--- config.mk ---
export PLATFORM = sky130hd
export DESIGN_NAME = tws_ctrl
export DESIGN_NICKNAME = d
export VERILOG_FILES = /design/src/rtl/tws_pkg.sv /design/src/rtl/tws_ctrl.sv
export SDC_FILE = /design/constraint.sdc
export NUM_CORES = 1
export LEC_CHECK = 0
export BUFFER_PORTS_ARGS = -buffer_cell sky130_fd_sc_hd__buf_2
export CAP_MARGIN = 40
export CORE_AREA = 4 4 41 43
export CTS_BUF_LIST = sky130_fd_sc_hd__clkbuf_2
export DETAILED_ROUTE_END_ITERATION = 8
export DIE_AREA = 0 0 45 47
export GPL_ROUTABILITY_DRIVEN = 1
export MAX_ROUTING_LAYER = met4
export PLACE_DENSITY = 0.52
export SYNTH_ARGS = -nofsm -noshare
export SYNTH_HDL_FRONTEND = slang
export SYNTH_SLANG_ARGS = --single-unit
--- constraint.sdc ---
create_clock -name aclk -period 1.33 [get_ports aclk]
set_input_delay 0.133 -clock aclk [delete_from_list [all_inputs] [get_ports aclk]]
set_output_delay 0.133 -clock aclk [all_outputs]
set_load 0.02 [all_outputs]
--- src/rtl/tws_pkg.sv ---
`timescale 1ns / 1ps
// ----------------------------------------------------------------------------
// tws_pkg
// Shared constants and controller/datapath interface types for the trie
// word insert/search unit.
// ----------------------------------------------------------------------------
package tws_pkg;

    localparam int TWS_NODE_COUNT    = 4096;
    localparam int TWS_ALPHABET_SIZE = 26;
    localparam int TWS_LETTER_W      = 5;

    localparam logic TWS_FUNC_INSERT = 1'b0;
    localparam logic TWS_FUNC_SEARCH = 1'b1;

    localparam logic TWS_STATUS_OK   = 1'b0;
    localparam logic TWS_STATUS_FULL = 1'b1;

    // controller -> datapath
    typedef struct packed {
        logic take_item;    // latch the input word, issue the link read
        logic do_lookup;    // link read data valid: follow or allocate
        logic do_close;     // close the word at the cursor node
        logic take_mark;    // end-mark read data valid
        logic push_result;  // load the output register, reset the walk
    } tws_cmd_t;

    // datapath -> controller
    typedef struct packed {
        logic clear_busy;       // memories still being swept after reset
        logic walk;             // input word takes a step down the trie
        logic in_close;         // input word closes the current word
        logic item_close;       // latched word closes the current word
        logic close_search_ok;  // search close that needs the end mark
        logic out_free;         // output register can take a result
    } tws_status_t;

endpackage

--- src/rtl/tws_ctrl.sv ---
`timescale 1ns / 1ps
// ----------------------------------------------------------------------------
// tws_ctrl
// Sequencer for the trie unit: takes one word at a time, steps it through
// link lookup, word close, end-mark read and result hand-off.
// ----------------------------------------------------------------------------
module tws_ctrl
    import tws_pkg::*;
(
    input  logic        aclk,
    input  logic        aresetn,
    input  logic        s_tvalid,
    output logic        s_tready,
    input  tws_status_t st,
    output tws_cmd_t    cmd
);

    typedef enum logic [4:0] {
        ST_IDLE   = 5'b00001,
        ST_LOOKUP = 5'b00010,
        ST_CLOSE  = 5'b00100,
        ST_MARK   = 5'b01000,
        ST_PUSH   = 5'b10000
    } state_t;

    state_t state_reg;
    state_t state_next;
    logic   take;

    assign s_tready = (state_reg == ST_IDLE) && !st.clear_busy;
    assign take     = s_tvalid && s_tready;

    always_comb begin
        state_next = state_reg;
        case (state_reg)
            ST_IDLE: begin
                if (take) begin
                    if (st.walk) begin
                        state_next = ST_LOOKUP;
                    end else if (st.in_close) begin
                        state_next = ST_CLOSE;
                    end
                end
            end
            ST_LOOKUP: begin
                state_next = st.item_close ? ST_CLOSE : ST_IDLE;
            end
            ST_CLOSE: begin
                state_next = st.close_search_ok ? ST_MARK : ST_PUSH;
            end
            ST_MARK: begin
                state_next = ST_PUSH;
            end
            ST_PUSH: begin
                if (st.out_free) begin
                    state_next = ST_IDLE;
                end
            end
            default: begin
                state_next = ST_IDLE;
            end
        endcase
    end

    always_ff @(posedge aclk) begin
        if (!aresetn) begin
            state_reg <= ST_IDLE;
        end else begin
            state_reg <= state_next;
        end
    end

    always_comb begin
        cmd.take_item   = take;
        cmd.do_lookup   = (state_reg == ST_LOOKUP);
        cmd.do_close    = (state_reg == ST_CLOSE);
        cmd.take_mark   = (state_reg == ST_MARK);
        cmd.push_result = (state_reg == ST_PUSH) && st.out_free;
    end

endmodule

==> results.ini <==
[route]
first_pass_iters = 1
routed_wire_length_per_instance_um = 11.2
wl_um = 785
remaining_drc_errors = 0
first_iter_violations = 0
vias = 332
antenna_left = 0
vias_per_cell = 4.74

[sta]
fin_crit_sh_pct = 97.9
setup_violations = 0
fmax_mhz = 768
final.setup_skew_ns = 0.00826
relSlewSlack_pct = 81.5
tightest_slew_ns = 0.275
finalHoldViolCount = 0
min_period_ns = 1.30
slew_violations = 0
rsz0062_at_grt = yes

[power_and_ir_drop]
power_frac_clock_pct = 37.4
vdd_drop_max_mv = 0.531
leakagePower_nw = 0.204
p_sw_share_pct = 26.6
p_int_mw = 0.266
seqPwrFrac_pct = 43.6
p_per_area_mw_per_mm2 = 780
power.total_mw = 0.362
pwr-share-comb_pct = 19.0
p_sw_mw = 0.0963

[synthesis]
synth_edf_count = 0
yosysSeqAreaShare_pct = 32.1
avgSynthCellArea_um2 = 8.42
async_flop_share_pct = 0
yosys_register_bits = 5
syn-num-nets = 46
netlist_area_um2 = 312
dominantRegCellSynth = dfxtp_1
synthDistinctLibCells = 22
synth_cells = 37
yosysWarnings = 0

[setup_path]
startpoint_type = flip-flop
r2r_end = state_reg[0]$_SDFFE_PN1P_
reg2reg_slack_ns = 0.15
worst-path-max-fanout = 7
crit_buf_inv = 1
r2r-start = state_reg[2]$_SDFFE_PN0P_
critPathMaxStageDelay_ns = 0.37
reg2reg_depth = 5
arrival_ns = 1.17
slowest_stage = dfxtp_4
critPathKind = flip-flop to primary output
cp-end-kind = primary output
cp_cell_sequence = nor2_4 > nand3_4 > nor3b_2 > buf_4
crit_required_ns = 1.20
critical-path-top-delay-family = simple AND/OR/NAND/NOR gates

[clock_network]
postCtsHoldBufs = 0
cts_tree = yes
ctsRootBufferMaster = clkbuf_2
clock_sinks = 5
path_clk_slew_ns = 0.05
htree_num_levels = 1
numCtsBuffers = 3
clk_latency_ns = 0.21
clock_path_buffers = 2

[worst_hold_path]
min_from = st[1]
min_path_type = input port to flip-flop
whs_path_depth = 3
hold_end = state_reg[3]$_SDFFE_PN0P_

[global_route]
overflow = 0
grt_pass1_vias = 314
grt_use_total_pct = 8.65
antenna_found_initial = 0
grt_pass1_wl_mm = 1.24
grt_start_max_net_pins = 8

[floorplanning]
pin_count = 15
start_util_pct = 23.9
die-area_mm2 = 0.00212
die_h_um = 47
core_mm2 = 0.00130
rows = 13
die_w_um = 45

[layout]
seq_area_um2 = 111
largest_register_ffs = 5
drive_gt1_share_pct = 61.8
layout.nets = 65
final_common_cell = buf_2
diodes = 0
multi_input_area_um2 = 221
fillers = 148
final_cell_mix = buf_2, nor2_1, clkbuf_2
syn_to_final_growth_pct = 49.0
final_cell_area_um2 = 464

[place]
port_buffers = 14
detailed_place_hpwl_um = 594
postPlaceCellArea_um2 = 399
place.gp.congestion = 0.731

[status]
status = finished clean

[job]
max-cap-violations = 0

-- through the flow --
step                      cells  hold WS [ns]  setup WS, ns  TNS (ns)  util, %
after floorplan              37         0.247        0.0782         0        -
after global placement       65         0.396         0.140         0     30.7
after detailed placement     65         0.394         0.176         0     30.7
after CTS                    70         0.162       0.00623         0     34.1
after global routing         70         0.165       -0.0649    -0.139     35.7
final                        70         0.171        0.0279         0     35.7
-- power by group through the flow --
| stage | sequential (mW) | clock (mW) | combinational, mW |
|---|---|---|---|
| finish | 0.158 | 0.135 | 0.0688 |
| floorplan | 0.162 | 0 | 0.0411 |
| global placement | 0.162 | 0 | 0.0639 |
| detailed placement | 0.163 | 0 | 0.0620 |
| global route | 0.158 | 0.155 | 0.0769 |
| CTS | 0.160 | 0.143 | 0.0679 |
-- routing by layer --
metal	vias up	share of wire, %	track usage [%]
li1	175	-	-
met1	143	42	10.5
met2	14	47	12.4
met3	0	11	6.13
met4	0	0	0
met5	-	0	-
-- synthesized netlist by cell type (all sizes together) (2+ instances only) --
cell	instances	area share (%)
and3	2	4.8
a21oi	2	3.2
dfxtp	5	32
nand2b	3	6.0
and4	2	6.0
o21ai	2	3.2
nor4	2	4.0
nor2	8	13
nor3b	2	6.4
-- cells by family after synthesis --
logic type | synth area share [%]
AND/OR/NAND/NOR | 49.8
AO/OA/AOI/OAI | 14.5
flip-flops | 32.1
buffers and inverters | 3.61
-- worst max-delay path by stage --
stage / cells past startpoint / from / to
2_1_floorplan: 2 / state_reg[2]$_SDFFE_PN0P_ / cmd[1]
3_5_place_dp: 4 / state_reg[1]$_SDFFE_PN0P_ / cmd[4]
3_3_place_gp: 4 / state_reg[1]$_SDFFE_PN0P_ / cmd[4]
5_1_grt: 4 / state_reg[1]$_SDFFE_PN0P_ / cmd[4]
6_report: 4 / state_reg[1]$_SDFFE_PN0P_ / cmd[4]
4_1_cts: 4 / state_reg[3]$_SDFFE_PN0P_ / cmd[3]
-- worst min-delay path, stage by stage --
cell     delay, ns
buf_2         0.10
nand2_1       0.06
nor2_1        0.04
-- area by class of cell --
| type | count | area share, % |
|---|---|---|
| Inverter | 1 | 0.809 |
| Clock buffer | 4 | 4.31 |
| Tap cell | 15 | 4.04 |
| Sequential cell | 5 | 24.0 |
| Timing Repair Buffer | 15 | 19.1 |
| Multi-Input combinational cell | 30 | 47.7 |
-- repair_timing --
item | in CTS | in global routing
resized for setup | 5 | 9
pin swaps | 3 | 3
endpoints found under the setup margin | 1 | 5
buffers inserted | 1 | 0
No activity file was read; power rests on OpenSTA's default activity.
